[config.mk]
export PLATFORM = sky130hd
export DESIGN_NAME = ees_sqrt_cell
export DESIGN_NICKNAME = d
export VERILOG_FILES = /design/src/hdl/assert_macros.svh /design/src/hdl/ees_pkg.sv /design/src/hdl/ees_sqrt_cell.sv
export SDC_FILE = /design/constraint.sdc
export NUM_CORES = 1
export LEC_CHECK = 0
export CORE_AREA = 2 2 236 238
export DETAILED_ROUTE_END_ITERATION = 10
export DIE_AREA = 0 0 238 240
export DONT_BUFFER_PORTS = 1
export SETUP_SLACK_MARGIN = 0.1
export SYNTH_ARGS = -nofsm -noshare
export SYNTH_HDL_FRONTEND = slang
export SYNTH_SLANG_ARGS = --single-unit
export TNS_END_PERCENT = 100
[constraint.sdc]
create_clock -name clk -period 5.94 [get_ports clk]
set_clock_uncertainty 0.1 [all_clocks]
set_input_delay 0.297 -clock clk [delete_from_list [all_inputs] [get_ports clk]]
set_output_delay 0.297 -clock clk [all_outputs]
set_load 0.1 [all_outputs]
[src/hdl/assert_macros.svh]
// Assertion macros shared by the RTL of the 2x2 eigen solver.
// Depends on nothing; users provide clk and rst_n in scope.
`ifndef ASSERT_MACROS_SVH
`define ASSERT_MACROS_SVH

// Clocked check, held off while reset is asserted.
`define ASSERT_CLK(label, prop, msg) \
  label: assert property (@(posedge clk) disable iff (!rst_n) (prop)) else $error(msg);

// Clocked check that is also live during reset.
`define ASSERT_ALWAYS(label, prop, msg) \
  label: assert property (@(posedge clk) (prop)) else $error(msg);

`endif

[src/hdl/ees_pkg.sv]
// Types and constants for the 2x2 real eigen solver pipeline.
// No dependencies.
`default_nettype none
package ees_pkg;
  localparam int DW    = 32;
  localparam int FB    = 16;
  localparam int THRW  = 16;
  localparam int DDW   = 68;        // discriminant width
  localparam int QW    = DDW / 2;   // square root width, one bit per cell
  localparam int REMW  = QW + 3;
  localparam int NCELL = QW;
  localparam int NFRONT = 3;
  localparam int NST   = NFRONT + NCELL + 2;

  typedef enum logic [1:0] {
    K_DIAG  = 2'd0,
    K_SMALL = 2'd1,
    K_ROOT  = 2'd2,
    K_CPLX  = 2'd3
  } kind_t;

  typedef struct packed {
    logic signed [DW-1:0] xx;
    logic signed [DW-1:0] xy;
    logic signed [DW-1:0] yx;
    logic signed [DW-1:0] yy;
    logic signed [DW:0]   m;
    logic                 xys;
    logic                 yxs;
    kind_t                kind;
  } side_t;

  typedef struct packed {
    logic [DDW-1:0]  d;
    logic [REMW-1:0] rem;
    logic [QW-1:0]   root;
  } sq_t;
endpackage
`default_nettype wire

[src/hdl/ees_sqrt_cell.sv]
// One digit cell of the square root chain: takes two bits of the radicand.
// Depends on ees_pkg.
`default_nettype none
module ees_sqrt_cell (
  input  wire logic           clk,
  input  wire logic           en,
  input  wire ees_pkg::sq_t   sq_i,
  input  wire ees_pkg::side_t side_i,
  output      ees_pkg::sq_t   sq_o,
  output      ees_pkg::side_t side_o
);
  ees_pkg::sq_t   sq_r, sq_nxt;
  ees_pkg::side_t side_r;
  logic [ees_pkg::REMW-1:0] rem_w, trial;
  logic ge;

  always_comb begin
    rem_w = {sq_i.rem[ees_pkg::REMW-3:0], sq_i.d[ees_pkg::DDW-1 -: 2]};
    trial = {1'b0, sq_i.root, 2'b01};
    ge    = rem_w >= trial;
    sq_nxt.d    = {sq_i.d[ees_pkg::DDW-3:0], 2'b00};
    sq_nxt.rem  = ge ? rem_w - trial : rem_w;
    sq_nxt.root = {sq_i.root[ees_pkg::QW-2:0], ge};
  end

  always_ff @(posedge clk) begin
    if (en) begin
      sq_r   <= sq_nxt;
      side_r <= side_i;
    end
  end

  assign sq_o   = sq_r;
  assign side_o = side_r;
endmodule
`default_nettype wire

==> results of run 1 <==
Yosys cell counts, drive strengths merged, types with 12 or more instances:
cell type  instances  area (um2)
o21ai             18        93.8
buf               14         120
nand2             25         101
a21o              12        90.1
nor2              38         143
edfxtp           302        9070
a21oi             64         324
xnor2             23         201
inv               51         191
ha                36         450
nand3             13        70.1
cell families after synthesis:
kind of cell    synth area share
flops                      0.770
compound gates            0.0821
simple gates              0.0471
buf+inv                   0.0284
fa+ha+maj                 0.0383
xor+xnor                  0.0238
mux                      0.00978
other cells             0.000319
through the flow:
step	cells	hold WS (ps)
2_1_floorplan	705	296
3_3_place_gp	1389	296
3_5_place_dp	1389	296
==> summary.md, run 1 <==
| Metric | Value |
|---|---|
| Outcome | did not finish |
| Post-CTS sizing | 0 |
| Final HPWL from detailed placement | just under 30 mm |
| #FFs+latches synth | 302 |
| Avg Inst Size Synth | around 17 um2 |
| Warning count from the yosys run | 0 |
| Log Error | [ERROR RSZ-0060] Max buffer count reached. |
| Exit stage | clock tree synthesis |
| Yosys cell types | 63 |
| H-tree depth | 2 |
| IO Port Bufs | 0 |
| Post-CTS Hold Buffers | 292 |
| Root Driver | clkbuf_16 |
| Netlist Area Pre-Place | ~12000 um2 |
| Clk buf depth | 3 |
| Place WS | 2160 ps |
| Synthesized instance count | roughly 700 |
| Initial Util | 0.215 |
| Die width | 238 um |
| Post-CTS Setup Inserts | 0 |
| Dominant synthesized flop cell | edfxtp_1 |
| Die Y | between 200 and 250 um |
| Ys async rst share | 0 |
| Total CTS buffers | 36 |
| Row cnt | 86 |
| Sequential-to-total area share from yosys stat | 0.770 |
| EDFF count, synth | 302 |
| Gp weighted congestion | 0.779 |
| Clock Sinks | 302 |
| Dpl cell area | 12500 um2 |
| I/O pin total | slightly above 600 |
==> run 2: changes to the inputs <==
--- a/config.mk
+++ b/config.mk
@@ -5,11 +5,11 @@
 export SDC_FILE = /design/constraint.sdc
 export NUM_CORES = 1
 export LEC_CHECK = 0
-export CORE_AREA = 2 2 236 238
+export CORE_AREA = 2 2 246 248
 export DETAILED_ROUTE_END_ITERATION = 10
-export DIE_AREA = 0 0 238 240
+export DIE_AREA = 0 0 248 250
 export DONT_BUFFER_PORTS = 1
-export SETUP_SLACK_MARGIN = 0.1
+export PLACE_DENSITY_LB_ADDON = 0.15
 export SYNTH_ARGS = -nofsm -noshare
 export SYNTH_HDL_FRONTEND = slang
 export SYNTH_SLANG_ARGS = --single-unit
==> summary.md, run 2 <==
| Metric | Value |
|---|---|
| Outcome | finished, violations left |
| Failing checks | hold timing |
| H-tree depth | 2 (unchanged) |
| Total GRT Usage | 0.121 |
| Clk pin slew, worst setup/hold paths | approximately 60 ps |
| Critical path class | input pin to register |
| Initial antenna violation count | 5 |
| Setup violators final | 0 |
| Post-synthesis mux area share | 0.00978 (unchanged) |
| Slew Limit Fails | 0 |
| Commonest non-fill, non-tap cell in the layout | edfxtp_1 |
| WP data arrival | 3340 ps |
| Cell area power density | 400 nW/um2 |
| Final nets | 1364 |
| EDFF count, synth | 302 (unchanged) |
| Post-synthesis compound-gate area fraction | 0.0820 (unchanged) |
| Row cnt | 90 (+4.7%) |
| DRC errors left | 0 |
| Unrepaired setup endpoints after global routing | no |
| Util after Layout | 0.281 |
| Post-Route WL | 40.3 mm |
| Critical Path Max Stage Delay | approximately 580 ps |
| Netlist Area Pre-Place | 11800 um2 (unchanged) |
| Max Fanout on Critical Path | 62 |
| Total CTS buffers | 35 (-2.8%) |
| Final Non-Filler Cells | about 1800 |
| Synth Area in Adders | 0.0383 (unchanged) |
| Worst Hold Path Cells | 0 |
| Post-CTS sizing | 0 (unchanged) |
| Iteration-0 DRC count of the detailed router | 370 |
| Top cells by area, synth | edfxtp_1 (77%), ha_1 (3.8%), a21oi_1 (2.7%) |
| Initial Util | 0.198 (-0.0177) |
| Crit-path slowest cell | nand2_4 |
| CORE AREA | roughly 60000 um2 |
| Placed cells | 1467 (+5.6%) |
| Setup TNS | 0 ps |
| Post-CTS Hold Buffers | 300 (+2.7%) |
| Crit start category | input pin |
| Clock Sinks | 302 (unchanged) |
| Vias per inst | 3.98 |
| Post-CTS Setup Inserts | 0 (unchanged) |
| Simple-gate share of the synthesized area | 0.0471 (unchanged) |
| Avg Inst Size Synth | 16.7 um2 (unchanged) |
| Synthesized instance count | 704 (unchanged) |
| First-pass GRT wire length | around 54 mm |
| Via count | 7272 |
| Routed WL per cell | roughly 22 um |
| Sequential-to-total area share from yosys stat | 0.770 (unchanged) |
| Ys async rst share | 0 (unchanged) |
| Worst path cell trace | inv_1 > ha_1 > o21ai_0 > a22oi_4 > a21oi_2 > a311o_1 > a2111oi_4 > o31ai_4 > nand2_4 > mux2_2 |
| Final antenna-violating net count | 0 |
| Worst-Margin Slew | ~1100 ps |
| Sequential power share | 0.604 |
| Yosys cell types | 63 (unchanged) |
| Top post-synthesis cells by count | edfxtp_1 (302), a21oi_1 (63), inv_1 (51), nor2_1 (38), ha_1 (36) |
| Final HPWL from detailed placement | 28.9 mm (-2.7%) |
| Max reg flops | 165 |
| Top-count cell post-synth | edfxtp_1 |
| Congestion Overflow GR | 0 |
| Top cell type's share of synthesized area | 0.770 (unchanged) |
| Pint | 4.12 mW |
| #FFs+latches synth | 302 (unchanged) |
| Fmax | 0.316 GHz |
| Final worst path period share | 0.533 |
| Vias in the first global route | 7796 |
| Syn-to-layout area delta | 42.3% |
| Die Y | 250 um (+4.2%) |
| Root Driver | clkbuf_16 |
| Clock network fraction of design power | 0.321 |
| Leading area contributor after synthesis | edfxtp_1 |
| Crit path depth | 10 |
| Total Power | between 6 and 7 mW |
| DRT Pass-1 Iters | 4 |
| Sw frac | 0.385 |
| Max-cap check violation count | 0 |
| Pin count of the biggest net entering global routing | 303 |
| Sw power | 2.58 mW |
| Largest family of logic cells by synthesized area | compound AO/OA/AOI/OAI gates |
| Leak | 6.02 nW |
| Clk buf depth | 3 (unchanged) |
| Commonest non-fill, non-tap cells in the layout | edfxtp_1 (302), dlygate4sd3_1 (300), a21oi_1 (63) |
| CP top delay family | compound AO/OA/AOI/OAI gates |
| XOR/XNOR share of the synthesized area | 0.0238 (unchanged) |
| Die width | 248 um (+4.2%) |
| Hold Slack | -218 ps |
| Hold/Removal Path Class | input pin to register |
| Logic pwr share | 0.075 |
| WP data required | 6110 ps |
| IO Port Bufs | 0 (unchanged) |
| Slew HR | 0.260 |
| Ratio of cells with drive above 1 in the final layout | 0.0707 |
| Die ar. | around 62000 um2 |
| I/O pin total | 610 (unchanged) |
| Nature of the critical path endpoint | register |
| CP bufs+invs | 1 |
| Warning count from the yosys run | 0 (unchanged) |
| Hold Violations, Final | between 100 and 150 |
| Gp weighted congestion | 0.810 (+4.1%) |
| Worst VDD drop | 0.280 mV |
| CTS tree | done |
| Period minus WS final | between 3000 and 4000 ps |
| Dominant synthesized flop cell | edfxtp_1 |
[run 2: cell counts after synthesis]
No cell type changed its count.
[run 2: cells by family (layout without fill, tap and decap cells)]
| logic type | after synthesis | in the layout |
|---|---|---|
| multiplexers | 9 | 9 |
| flip-flops | 302 | 302 |
| adder cells (fa/ha/maj) | 36 | 36 |
| AND/OR/NAND/NOR | 112 | 112 |
| other | 1 | 3 |
| AO/OA/AOI/OAI | 141 | 141 |
| buffers and inverters | 71 | 412 |
| XOR/XNOR | 32 | 32 |
[run 2: worst paths after layout]
kind                 from             endpoint  slack (ps)
hold / removal         en  side_o[1]$_DFFE_PP_        -220
setup / recovery  sq_i[0]   sq_o[46]$_DFFE_PP_        2780
[run 2: power by group through the flow]
stage / Sequential, mW / Combinational (mW) / Clock (mW)
floorplan: 4.02 / 0.266 / 0
global placement: 4.10 / 0.332 / 0
detailed placement: 4.09 / 0.330 / 0
CTS: 4.05 / 0.508 / 2.25
global route: 4.06 / 0.552 / 2.32
finish: 4.04 / 0.500 / 2.15
[run 2: layout make-up]
class	instances	area, um2
Fill cell	5987	42800
Sequential cell	302	9070
Timing Repair Buffer	300	3000
Multi-Input combinational cell	332	2370
Tap cell	782	978
Clock buffer	39	891
Clock inverter	22	245
Inverter	51	191
Antenna cell	1	2.50
[run 2: per-layer routing]
metal | part of all wire | vias up | track usage
met5 | 0.00087 | - | 0
met2 | 0.53 | 353 | 0.225
li1 | - | 3313 | -
met3 | 0.087 | 63 | 0.0432
met4 | 0.033 | 6 | 0.0486
met1 | 0.35 | 3537 | 0.122
[run 2: through the flow]
step / worst slack, ps / area (um2)
after detailed placement: 2090 / 12600
after global routing: 2480 / 16800
final: 2780 / 16800
after global placement: 2100 / 12600
after CTS: 2690 / 16800
after floorplan: 3010 / 11800
No activity file was read; power rests on OpenSTA's default activity.
