==> src/hdl/assert_macros.svh <==
// Assertion macros shared by the RTL of the 2x2 eigen solver.
// Depends on nothing; users provide clk and rst_n in scope.
`ifndef ASSERT_MACROS_SVH
`define ASSERT_MACROS_SVH

// Clocked check, held off while reset is asserted.
`define ASSERT_CLK(label, prop, msg) \
  label: assert property (@(posedge clk) disable iff (!rst_n) (prop)) else $error(msg);

// Clocked check that is also live during reset.
`define ASSERT_ALWAYS(label, prop, msg) \
  label: assert property (@(posedge clk) (prop)) else $error(msg);

`endif

==> src/hdl/ees_pkg.sv <==
// Types and constants for the 2x2 real eigen solver pipeline.
// No dependencies.
`default_nettype none
package ees_pkg;
  localparam int DW    = 32;
  localparam int FB    = 16;
  localparam int THRW  = 16;
  localparam int DDW   = 68;        // discriminant width
  localparam int QW    = DDW / 2;   // square root width, one bit per cell
  localparam int REMW  = QW + 3;
  localparam int NCELL = QW;
  localparam int NFRONT = 3;
  localparam int NST   = NFRONT + NCELL + 2;

  typedef enum logic [1:0] {
    K_DIAG  = 2'd0,
    K_SMALL = 2'd1,
    K_ROOT  = 2'd2,
    K_CPLX  = 2'd3
  } kind_t;

  typedef struct packed {
    logic signed [DW-1:0] xx;
    logic signed [DW-1:0] xy;
    logic signed [DW-1:0] yx;
    logic signed [DW-1:0] yy;
    logic signed [DW:0]   m;
    logic                 xys;
    logic                 yxs;
    kind_t                kind;
  } side_t;

  typedef struct packed {
    logic [DDW-1:0]  d;
    logic [REMW-1:0] rem;
    logic [QW-1:0]   root;
  } sq_t;
endpackage
`default_nettype wire

==> src/hdl/ees_back.sv <==
// Back stages: eigenvalues with sort and clipping, then eigenvectors.
// Depends on ees_pkg.
`default_nettype none
module ees_back (
  input  wire logic                        clk,
  input  wire logic [1:0]                  en,
  input  wire logic [ees_pkg::THRW-1:0]    thr,
  input  wire ees_pkg::side_t              side_i,
  input  wire logic [ees_pkg::QW-1:0]      q,
  output      logic [6*ees_pkg::DW-1:0]    data_o,
  output      logic [1:0]                  flags_o
);
  localparam int EW = ees_pkg::DW + 4;

  function automatic logic signed [ees_pkg::DW:0] satw(input logic signed [EW-1:0] v);
    logic signed [EW-1:0] hi, lo;
    hi = EW'({1'b0, {(ees_pkg::DW-1){1'b1}}});
    lo = -hi - EW'(1);
    if (v > hi)      satw = {1'b1, hi[ees_pkg::DW-1:0]};
    else if (v < lo) satw = {1'b1, lo[ees_pkg::DW-1:0]};
    else             satw = {1'b0, v[ees_pkg::DW-1:0]};
  endfunction

  ees_pkg::side_t s_r;
  logic signed [ees_pkg::DW-1:0] lo_r, hi_r;
  logic fl_r, cplx_r;
  logic [6*ees_pkg::DW-1:0] data_r;
  logic [1:0] flags_r;

  logic signed [EW-1:0] ms, qs, e1, e2, t;
  logic signed [ees_pkg::DW:0] slo, shi;

  always_comb begin
    ms = EW'(side_i.m);
    qs = EW'($signed({2'b00, q}));
    e1 = '0;
    e2 = '0;
    t  = '0;
    case (side_i.kind)
      ees_pkg::K_DIAG: begin
        e1 = EW'(side_i.xx);
        e2 = EW'(side_i.yy);
      end
      ees_pkg::K_SMALL: begin
        e2 = ms;
      end
      ees_pkg::K_ROOT: begin
        e1 = (ms - qs) >>> 1;
        e2 = (ms + qs) >>> 1;
      end
      default: begin
        e1 = '0;
        e2 = '0;
      end
    endcase
    if (e1 > e2) begin
      t  = e1;
      e1 = e2;
      e2 = t;
    end
    slo = satw(e1);
    shi = satw(e2);
  end

  always_ff @(posedge clk) begin
    if (en[0]) begin
      s_r    <= side_i;
      lo_r   <= slo[ees_pkg::DW-1:0];
      hi_r   <= shi[ees_pkg::DW-1:0];
      fl_r   <= slo[ees_pkg::DW] | shi[ees_pkg::DW];
      cplx_r <= side_i.kind == ees_pkg::K_CPLX;
    end
  end

  logic signed [EW-1:0] vx [2], vy [2];
  logic signed [ees_pkg::DW:0] svx [2], svy [2];
  logic signed [ees_pkg::DW-1:0] lam [2];
  logic signed [ees_pkg::DW-1:0] mn;
  logic signed [EW-1:0] thr_s;
  logic [6*ees_pkg::DW-1:0] data_nxt;
  logic vfl;

  always_comb begin
    lam[0] = lo_r;
    lam[1] = hi_r;
    mn     = (s_r.xx < s_r.yy) ? s_r.xx : s_r.yy;
    thr_s  = EW'($signed({1'b0, thr}));
    vfl    = 1'b0;
    for (int k = 0; k < 2; k++) begin
      vx[k] = '0;
      vy[k] = '0;
      if (EW'(lam[k]) >= thr_s) begin
        if (s_r.xys && s_r.yxs) begin
          if (lam[k] > mn) vx[k] = EW'(1) <<< ees_pkg::FB;
          else             vy[k] = EW'(1) <<< ees_pkg::FB;
        end else if (s_r.xys) begin
          vx[k] = EW'(lam[k]) - EW'(s_r.yy);
          vy[k] = EW'(s_r.yx);
        end else begin
          vx[k] = EW'(s_r.xy);
          vy[k] = EW'(lam[k]) - EW'(s_r.yy);
        end
      end
      svx[k] = satw(vx[k]);
      svy[k] = satw(vy[k]);
      vfl = vfl | svx[k][ees_pkg::DW] | svy[k][ees_pkg::DW];
    end
    data_nxt = {svy[1][ees_pkg::DW-1:0], svx[1][ees_pkg::DW-1:0],
                svy[0][ees_pkg::DW-1:0], svx[0][ees_pkg::DW-1:0], hi_r, lo_r};
  end

  always_ff @(posedge clk) begin
    if (en[1]) begin
      if (cplx_r) begin
        data_r  <= '0;
        flags_r <= 2'b01;
      end else begin
        data_r  <= data_nxt;
        flags_r <= {fl_r | vfl, 1'b0};
      end
    end
  end

  assign data_o  = data_r;
  assign flags_o = flags_r;
endmodule
`default_nettype wire

==> config.mk <==
export PLATFORM = sky130hd
export DESIGN_NAME = ees_back
export DESIGN_NICKNAME = d
export VERILOG_FILES = /design/src/hdl/assert_macros.svh /design/src/hdl/ees_pkg.sv /design/src/hdl/ees_back.sv
export SDC_FILE = /design/constraint.sdc
export NUM_CORES = 1
export LEC_CHECK = 0
export BUFFER_PORTS_ARGS = -buffer_cell sky130_fd_sc_hd__buf_2
export CELL_PAD_IN_SITES_DETAIL_PLACEMENT = 0
export CELL_PAD_IN_SITES_GLOBAL_PLACEMENT = 2
export CORE_ASPECT_RATIO = 1.5
export CORE_MARGIN = 5
export CORE_UTILIZATION = 40
export CTS_CLUSTER_SIZE = 24
export DETAILED_ROUTE_END_ITERATION = 10
export MAX_ROUTING_LAYER = met4
export PLACE_DENSITY = 0.95
export SYNTH_ARGS = -nofsm -noshare
export SYNTH_HDL_FRONTEND = slang
export SYNTH_SLANG_ARGS = --single-unit
==> constraint.sdc <==
create_clock -name clk -period 13.9 [get_ports clk]
set_input_delay 0.695 -clock clk [delete_from_list [all_inputs] [get_ports clk]]
set_output_delay 0.695 -clock clk [all_outputs]
set_load 0.01 [all_outputs]
# Word level (Yosys, flattened, before mapping)
# Index checks and enable logic that the tools add are counted.
# op_classes
addsub	4
magnitude_cmp	18
n_eq_ne	3
muxes	34
n_bitwise	5
n_reduce_logical	6
# op_table
op	n
36-bit two-way mux	14
33-bit two-way mux	12
36-bit by 32-bit greater-than comparator with 1-bit output, second input constant	6
36-bit by 32-bit less-than comparator with 1-bit output, second input constant	6
36-bit case mux with 3 select lines	1
36-bit case mux with 2 select lines	1
17-bit two-way mux	4
32-bit by 32-bit subtractor with 33-bit output	2
32-bit by 17-bit >= comparator with 1-bit output	2
32-bit greater-than comparator	2
33-bit by 35-bit adder with 36-bit output	1
36-bit greater-than comparator	1
33-bit by 35-bit subtractor with 36-bit output	1
32-bit less-than comparator	1
32-bit two-way mux	1
2-bit OR reduction	4
1-bit OR	5
2-bit equality test, second input constant	2
2-bit by 1-bit equality test with 1-bit output, second input constant	1
2-bit logical NOT	1
1-bit logical AND	1
1-bit two-way mux	1
# totals
reg_bits	390
input_bits	218
out_inout_bits	194
wordCells	87

# Depth between registers and ports, before layout
# Gate-level depths: netlist of the first run.
# logic_depth
word_depth	13
mapped_depth	27
ltp_nobuf	25

# Worst setup path before layout of the first run
# No wires, ideal clock.
# synth_path
kind	input -> register
from	input port q[9] in the netlist's numbering
to	register lo_r[25] in the netlist's numbering (data pin)
setup_ps	151
arrival_ps	5919
required_time_ps	13749
path_slack_ps	7829
stages	21
n_path_buf	2
path_cell_list	inv_1 > ha_1 > buf_6 > or3_1 > or3_1 > a211oi_2 > a211oi_2 > a21boi_0 > a311oi_1 > xnor2_1 > a21oi_1 > ha_1 > a2111oi_0 > o221ai_1 > a221o_1 > a211o_1 > a31oi_1 > mux2_4 > o31a_4 > buf_6 > a31oi_2
# synth_via
elab_chain_cells	6
word_cells_on_any_way	9
classes_between	add/sub: 2; order compare: 3; mux: 4
# synth_rtl
element	line	text
start: declaration	ees_back.sv:9	input wire logic [ees_pkg::QW-1:0] q,
33-bit by 35-bit adder with 36-bit output / 33-bit by 35-bit subtractor with 36-bit output (equally long branches)	ees_back.sv:49, ees_back.sv:48	
36-bit case mux with 3 select lines / 36-bit case mux with 2 select lines (equally long branches)	ees_back.sv:39	case (side_i.kind)
36-bit greater-than comparator	ees_back.sv:56	if (e1 > e2) begin
36-bit two-way mux (*)	ees_back.sv:56	
36-bit by 32-bit less-than comparator with 1-bit output	ees_back.sv:20	else if (v < lo) satw = {1'b1, lo[ees_pkg::DW-1:0]};
33-bit two-way mux	ees_back.sv:20	
end signal: assignment	ees_back.sv:68	lo_r <= slo[ees_pkg::DW-1:0];
end: declaration	ees_back.sv:25	logic signed [ees_pkg::DW-1:0] lo_r, hi_r;
# Mark *: on every way between the ends. The rest lies on a longest branch, timed or not.
# A chain may end at the register's enable or synchronous reset.

# Final worst setup path of the first run
# layout_path
from	input port side_i[6] in the netlist's numbering
to	register hi_r[5] in the netlist's numbering (data pin)
# layout_via
elab_chain_cells	6
word_cells_on_any_way	9
classes_between	add/sub: 2; order compare: 3; mux: 4
# layout_rtl
element	line	text
start: declaration	ees_back.sv:8	input wire ees_pkg::side_t side_i,
33-bit by 35-bit adder with 36-bit output / 33-bit by 35-bit subtractor with 36-bit output (equally long branches)	ees_back.sv:49, ees_back.sv:48	
36-bit case mux with 3 select lines / 36-bit case mux with 2 select lines (equally long branches)	ees_back.sv:39	
36-bit greater-than comparator	ees_back.sv:56	
36-bit two-way mux (*)	ees_back.sv:56	
36-bit by 32-bit less-than comparator with 1-bit output	ees_back.sv:20	
33-bit two-way mux	ees_back.sv:20	
end signal: assignment	ees_back.sv:69	hi_r <= shi[ees_pkg::DW-1:0];
end: declaration	ees_back.sv:25	
# Marks and branches as above.

==> results.toml, run 1 <==
[clock_network]
clk_path_buf_depth = 3
clock_tree.htree_level_count = 2
cts_inserted_buffers = 36
cts_sinks = 390
clk_pin_slew_ps = 70
clock-root-buffer = "clkbuf_16"
clock_latency_ps = 580
cts_resized = 0
cts_tree = "built"
postCtsSetupBuffers = 0
holdBufCountCts = 0

[flow_run]
maxCapViolations = 0

[grt]
track_usage = 0.2680
grt_pass1_vias = 23760
grt.overflow.total = 0
grt_pass1_wl_um = 149500
grt_max_degree = 76
antenna_found_initial = 6

[logic_synthesis]
synth-edff-count = 390
synth_compound_area_frac = 0.2079
synth_top_family_by_area = "compound AO/OA/AOI/OAI gates"
synthXorXnorAreaFrac = 0.03547
synth_nets = 3310
syn_area_um2 = 28150
synthDistinctLibCells = 98
synth_flop_cell = "edfxtp_1"
syn_inst = 2797
synthAdderAreaFrac = 0.1325
muxShareOfSynthArea = 0.04035
syn_avg_cell_area_um2 = 10.07
ys.warnings.count = 0
synth-seq-cells = 390
synthSimpleGateAreaFrac = 0.1255
synth-seq-area-share = 0.4160
async_flop_share = 0

[final_layout]
instances_no_fill = 4085
layout_commonest_cell = "buf_2"
fin_area_um2 = 32390
drive_above_1_share = 0.1828
final_nets = 3660
area_delta_synth_final_pct = 15.04
final_util = 0.4628
mostFrequentLayoutCells = "buf_2 (408), edfxtp_1 (390), ha_1 (291), a21oi_1 (249), nor2_1 (185)"

[floorplanning]
fp.dieH_um = 334.9
design.die.area_um2 = 75900
start_util = 0.4023
ios = 412
die_x_um = 226.6
fp-row-count = 119
core_um2 = 69980

[power_and_ir_drop]
p_total_mw = 4.865
peakVddDrop_mv = 0.1142
p_per_area_nw_per_um2 = 150.2
power.leakage_nw = 13.98

[placed_design]
dpl.cell_count = 4016
place_hpwl_um = 84280
place_area_um2 = 31080
port_buffers = 411
place_congestion = 0.9527
pre_cts_slack_ps = 6167

[sta]
grt_setup_unrepaired = "no"
fin_crit_ps = 7284
worst_clock_skew_ps = 25.34
setup_slack_ps = 6616
maxSlewHeadroom = 0.1709
setup_tns_ps = 0
final_hold_viol_count = 0
post-route-period-util = 0.5240
tightest_slew_ps = 1234
drv_slew = 0
finalSetupViolCount = 0
clock.fmax_mhz = 137.3
hold_ws_ps = 295.7

[routing]
wl_per_cell_um = 25.24
vias = 23910
drc = 0
drt_iter0_markers = 1878
vias_per_cell = 5.853
antenna_left = 0
dr.pass1.iters = 6
wl_um = 103100

[outcome]
outcome = "complete, no violations"

[setup_path]
start_kind = "primary input"
worst-path-max-fanout = 30
path_cells = "buf_2 -> ha_1 -> nor4bb_1 -> o311ai_0 -> a311oi_1 -> nor3_1 -> o21ai_0 -> a21oi_1 -> o21ai_0 -> xor2_1 -> o22ai_1 -> inv_1 -> ha_1 -> nand4_1 -> nor4_1 -> a32oi_1 -> and2_1 -> a31oi_4 -> nor2_1 -> a31oi_4 -> o21a_1 -> o21ai_1"
arrival_ps = 7530
cp_slowest_stage_delay_ps = 900
critPathBufInv = 2
end_kind = "flop"
crit_required_ps = 14150
path_delay_family = "compound AO/OA/AOI/OAI gates"
slowest_stage = "o21a_1"
path_class = "in2reg"

[hold_path]
holdCritPathClass = "in2reg"
-- per-layer routing --
| metal | global-route usage | up-vias | share of wire |
|---|---|---|---|
| met5 | - | - | 0 |
| met4 | 0.1187 | 0 | 0.052 |
| met3 | 0.02207 | 220 | 0.053 |
| met2 | 0.4676 | 1007 | 0.50 |
| met1 | 0.3151 | 11450 | 0.39 |
| li1 | - | 11230 | - |
-- path summary, 6_finish.rpt --
kind | endpoint | startpoint | cells past startpoint | slack (ps)
setup reg to reg | data_o[112] | s_r[38] | 16 | 7300
hold / removal | s_r[103] | side_i[103] | 1 | 300
hold reg to reg | data_o[160] | s_r[69] | 2 | 580
setup / recovery | hi_r[5] | side_i[6] | 22 | 6620
-- synthesized netlist by cell type (24+ instances only) --
library cell | instances | area [um2]
nor3_1 | 56 | 280.3
a21o_1 | 98 | 735.7
nand3_1 | 39 | 195.2
xor2_1 | 26 | 227.7
o22ai_1 | 27 | 168.9
a221o_1 | 25 | 250.2
nor2_1 | 186 | 698.2
xnor2_1 | 88 | 770.7
a21oi_1 | 249 | 1246
a31oi_1 | 40 | 250.2
o21ai_0 | 169 | 845.8
o21ai_1 | 27 | 135.1
nand4_1 | 44 | 275.3
nand2_1 | 138 | 518.0
o21a_1 | 24 | 180.2
ha_1 | 291 | 3641
o31ai_1 | 24 | 180.2
edfxtp_1 | 390 | 11710
nor2b_1 | 92 | 575.6
mux2i_1 | 103 | 1031
inv_1 | 162 | 608.1
clkbuf_1 | 94 | 352.8
nand2b_1 | 26 | 162.7
-- flip-flops by register name (all words and copies together) (netlist names) --
signal and cells:
fl_r 1, cplx_r 1, data_o 192, flags_o 2, hi_r 32, s_r 130
lo_r 32
-- area by class of cell --
cell class,instances,area [um2]
Multi-Input combinational cell,2111,15300
Clock inverter,27,391.6
Tap cell,907,1135
Sequential cell,390,11710
Timing Repair Buffer,442,2310
Clock buffer,37,904.6
Inverter,166,623.1
Fill cell,6809,37590
Antenna cell,5,12.51
-- cells by family after synthesis --
family	count (synthesis)
xor gates and xnor gates	114
muxes	112
AOI/OAI and AO/OA	891
and+or+nand+nor	698
adders and majority gates	296
DFF	390
buffers and inverters	296
-- report_power, final --
part	switching, mW	leakage (nW)	total (mW)	internal, mW
logic	1.31	9.42	2.08	0.770
clock network	0.469	0.619	1.10	0.633
registers	0.162	3.95	1.69	1.52
Power figures use the tool's default switching activity.
==> run 2, diff against run 1 <==
Settings changed: CORE_UTILIZATION 40 to 34, PLACE_DENSITY 0.95 to 0.86.
Clock period 13.9 ns to 6.6 ns, I/O delays scaled along.
==> results.toml, run 2 (same netlist as run 1, synthesis figures left out) <==
[floorplanning]
die_x_um = 245.0
fp-row-count = 129
design.die.area_um2 = 88780
fp.dieH_um = 362.4
ios = 412
start_util = 0.3420
core_um2 = 82320

[routing]
antenna_left = 0
wl_um = 107500
dr.pass1.iters = 5
vias_per_cell = 5.516
drt_iter0_markers = 1780
drc = 0
vias = 24110
wl_per_cell_um = 24.60

[sta]
worst_clock_skew_ps = 22.17
tightest_slew_ps = 1269
final_hold_viol_count = 0
grt_setup_unrepaired = "no"
finalSetupViolCount = 0
setup_tns_ps = 0
fin_crit_ps = 5936
maxSlewHeadroom = 0.1492
clock.fmax_mhz = 168.5
post-route-period-util = 0.8994
drv_slew = 0

[power_and_ir_drop]
p_comb_frac = 0.446
p_switching_mw = 4.091
p_per_area_nw_per_um2 = 301.1
seq_power_share = 0.351
power.leakage_nw = 14.56
p_clk_frac = 0.203
peakVddDrop_mv = 0.1673
internal-power_mw = 6.073
netSwitchingFraction = 0.4025

[final_layout]
mostFrequentLayoutCells = "buf_2 (408), edfxtp_1 (390), ha_1 (291), a21oi_1 (249), nor2_1 (185)"
drive_above_1_share = 0.1888
multi_input_area_um2 = 15300
fillers = 8167
final_nets = 3802
seqCellArea_um2 = 11710
final_util = 0.4101
largest_register_ffs = 192
layout_commonest_cell = "buf_2"
area_delta_synth_final_pct = 19.90

[grt]
track_usage = 0.2392
grt.busiest_layer = "met2"
grt_util_met2 = 0.4188
grt_max_degree = 113
antenna_found_initial = 7
grt.overflow.total = 0
grt_pass1_vias = 24420
grt_pass1_wl_um = 156700
grt.met1_usage = 0.2863
grt_util_met3 = 0.02010

[hold_path]
hold_path_end = "s_r[163]"
hold_start = "side_i[163]"
holdCritPathClass = "in2reg"
hold_depth = 1

[clock_network]
cts_inserted_buffers = 37
cts_tree = "built"
clock_latency_ps = 560
clock-root-buffer = "clkbuf_16"
holdBufCountCts = 92
clk_pin_slew_ps = 60
cts_resized = 0
clk_path_buf_depth = 3
clock_tree.htree_level_count = 2
cts_sinks = 390
postCtsSetupBuffers = 0

[placed_design]
place_hpwl_um = 88070
port_buffers = 411
place_congestion = 0.9593

[setup_path]
rr_worst_depth = 21
path_class = "in2reg"
timing.rr.end = "data_o[144]"
crit_required_ps = 6870
ff2ff_setup_slack_ps = 1040
arrival_ps = 6210
r2r_start = "s_r[68]"
end_kind = "flop"
worst-path-max-fanout = 31
start_kind = "primary input"

[flow_run]
maxCapViolations = 0

[outcome]
outcome = "complete, no violations"
-- run 2: cell count changes in the layout (fill, tap and decap cells not counted), moves of 2 or more --
cell | previous run | this run
buf_12 | 0 | 5
buf_4 | 32 | 76
bufinv_16 | 8 | 2
clkbuf_1 | 1 | 6
clkinv_2 | 1 | 7
clkinv_4 | 2 | 4
clkinv_8 | 3 | 0
dlygate4sd3_1 | 0 | 92
inv_6 | 4 | 2
-- run 2: how the worst max path moves through the flow --
stage / from / to / slack (ps) / depth (start not counted)
floorplan: q[9] / lo_r[25] / 890 / 21
detailed placement: q[0] / hi_r[29] / 130 / 24
global placement: side_i[26] / lo_r[19] / 130 / 21
CTS: q[0] / lo_r[19] / 680 / 23
global route: q[1] / hi_r[19] / 230 / 27
finish: side_i[26] / hi_r[29] / 660 / 22
-- run 2: power by group through the flow --
stage / clock network [mW] / registers [mW] / logic (mW)
floorplan: 0 / 3.49 / 2.83
global placement: 0 / 3.62 / 4.43
detailed placement: 0 / 3.62 / 4.46
CTS: 2.12 / 3.57 / 4.53
global route: 2.20 / 3.60 / 4.97
finish: 2.07 / 3.57 / 4.53
-- run 2: layer usage --
metal  up-vias  share of wire
li1      11530              -
met2       864           0.50
met1     11530           0.41
met4         0          0.046
met3       183          0.046
met5         -              0
-- run 2: worst max-delay path, stage by stage --
cell and delay, ps:
buf_2 120, ha_1 480, a21oi_1 310, nand2_1 120, and2_1 200, or4b_1 550
a211oi_2 460, nor3_1 240, a31oi_1 410, xor2_1 170, o21ai_0 170, ha_1 380
nand4_1 170, nor4_1 480, a32oi_1 180, and2_1 210, a31o_2 280, or3_1 320
o31ai_1 90, a21o_1 210, buf_12 190, a41oi_1 130
-- run 2: stage by stage --
| step | hold WS [ps] | setup slack, ps | std cells | power [mW] | area [um2] |
|---|---|---|---|---|---|
| after floorplan | 424.4 | 894.3 | 2797 | 6.318 | 28150 |
| after global placement | 507.8 | 131.2 | 4206 | 8.046 | 31690 |
| after detailed placement | 508.1 | 132.0 | 4206 | 8.082 | 31690 |
| after CTS | 0.7789 | 683.0 | 4364 | 10.22 | 33740 |
| after global routing | 2.684 | 228.9 | 4365 | 10.76 | 33740 |
| final | 20.35 | 664.3 | 4370 | 10.16 | 33750 |
-- run 2: cell type report --
| type | instances | share of cell area |
|---|---|---|
| multi-input combinational | 2111 | 0.4533 |
| sequential | 390 | 0.3469 |
| timing repair buffer | 583 | 0.1085 |
| tap | 1048 | 0.03885 |
| clock buffer | 43 | 0.02810 |
| inverter | 166 | 0.01846 |
| clock inverter | 23 | 0.005486 |
| antenna | 6 | 0.0004448 |
==> run 3, diff against run 2 <==
Settings changed: CORE_UTILIZATION 34 to 40, MAX_ROUTING_LAYER met4 to default, PLACE_DENSITY 0.86 to 0.95.
Clock period 6.6 ns to 7.31 ns, I/O delays scaled along.
==> results.toml, run 3 (same netlist as run 1, synthesis figures left out) <==
[final_layout]
layout_commonest_cell = "buf_2"
area_delta_synth_final_pct = 17.37
drive_above_1_share = 0.1833
fin_area_um2 = 33040
mostFrequentLayoutCells = "buf_2 (408), edfxtp_1 (390), ha_1 (291), a21oi_1 (249), nor2_1 (185)"
largest_register_ffs = 192
final_nets = 3741

[routing]
dr.pass1.iters = 6
wl_per_cell_um = 24.71
top_layer = "met4"
antenna_left = 0
wl_met3_um = 5630
drt_iter0_markers = 1876
wl_um = 102900
drc = 0
vias_per_cell = 5.759
vias = 23980
route.met2.wl_um = 51600
met1_length_um = 40350

[power_and_ir_drop]
p_total_mw = 9.129
power.leakage_nw = 14.28
seq_power_share = 0.351
p_per_area_nw_per_um2 = 276.3
internal-power_mw = 5.482
p_clk_frac = 0.210
p_switching_mw = 3.647
netSwitchingFraction = 0.3995
peakVddDrop_mv = 0.2055
p_comb_frac = 0.440

[clock_network]
clk_path_buf_depth = 3
clk_pin_slew_ps = 70
cts_inserted_buffers = 35
clock_latency_ps = 550
cts_tree = "built"
clock-root-buffer = "clkbuf_16"
clock_tree.htree_level_count = 2
cts_sinks = 390

[floorplanning]
fp-row-count = 119
core_um2 = 69980
die_x_um = 226.6
ios = 412
start_util = 0.4023
design.die.area_um2 = 75900
fp.dieH_um = 334.9

[placed_design]
place_hpwl_um = 84430
pre_cts_slack_ps = 295.0
place_area_um2 = 31260
place_congestion = 0.9413
port_buffers = 411

[sta]
clock.fmax_mhz = 155.7
post-route-period-util = 0.8785
finalSetupViolCount = 0
worst_clock_skew_ps = 20.31
grt_setup_unrepaired = "no"
hold_ws_ps = 24.94
final_hold_viol_count = 0
tightest_slew_ps = 1259
setup_slack_ps = 888.4
fin_crit_ps = 6422
drv_slew = 0
setup_tns_ps = 0
maxSlewHeadroom = 0.1541

[flow_run]
maxCapViolations = 0

[setup_path]
crit_required_ps = 7580
path_class = "in2reg"
start_kind = "primary input"
end_kind = "flop"
arrival_ps = 6690
worst-path-max-fanout = 30

[grt]
grt.overflow.total = 0
grt_max_degree = 86
grt_pass1_vias = 24040
antenna_found_initial = 4
track_usage = 0.2604
grt_pass1_wl_um = 150200

[hold_path]
holdCritPathClass = "in2reg"

[outcome]
outcome = "complete, no violations"
## run 3: layer usage
metal | vias to the layer above | GRT usage
met1 | 11370 | 0.3174
met2 | 1012 | 0.4653
li1 | 11390 | -
met5 | - | 0
met4 | 0 | 0.1170
met3 | 214 | 0.02294
## run 3: critical path, cell delays in order
cell	delay [ps]
buf_2	120
ha_1	410
nor4bb_1	530
o311ai_0	330
a311oi_1	610
nor3_1	130
o21ai_0	530
a21oi_1	140
o21ai_0	220
xor2_1	100
o22ai_1	250
inv_1	70
ha_1	300
nand4_1	120
nor4_1	400
a32oi_1	260
and2_1	240
a31oi_4	260
buf_4	350
nor2_1	110
a31oi_4	210
o21a_1	150
buf_4	310
o21ai_1	140
## run 3: path summary, 6_finish.rpt
kind	start	end	slack (ps)	cells after the start
hold reg to reg	s_r[114]	data_o[141]	580	2
setup reg to reg	s_r[38]	data_o[112]	1530	16
setup / recovery	side_i[6]	hi_r[14]	890	24
hold / removal	side_i[80]	s_r[80]	20	1
## run 3: power groups by stage
stage / clock [mW] / sequential (mW) / combinational, mW
2_1_floorplan: 0 / 3.15 / 2.55
3_5_place_dp: 0 / 3.24 / 3.96
6_report: 1.91 / 3.20 / 4.01
3_3_place_gp: 0 / 3.24 / 3.92
4_1_cts: 1.94 / 3.20 / 4.00
5_1_grt: 2.02 / 3.22 / 4.40
## run 3: through the flow
stage	utilization	std cells
after floorplan	-	2797
after global placement	0.4467	4037
after detailed placement	0.4467	4037
after CTS	0.4720	4159
after global routing	0.4721	4161
final	0.4722	4164
## run 3: final cells by class
cell class	instances	area, um2
repair buffers	524	3103
clock inverters	19	214.0
multi-input cells	2111	15300
inverters	166	623.1
well taps	907	1135
flip-flops and latches	390	11710
clock buffers	42	944.7
diodes	5	12.51
fillers	6778	36940
## run 3: what timing repair did
item	4_1_cts	5_1_grt
resized for setup	0	0
endpoints found under the hold margin	61	0
hold buffers	61	0
buffers inserted	0	0
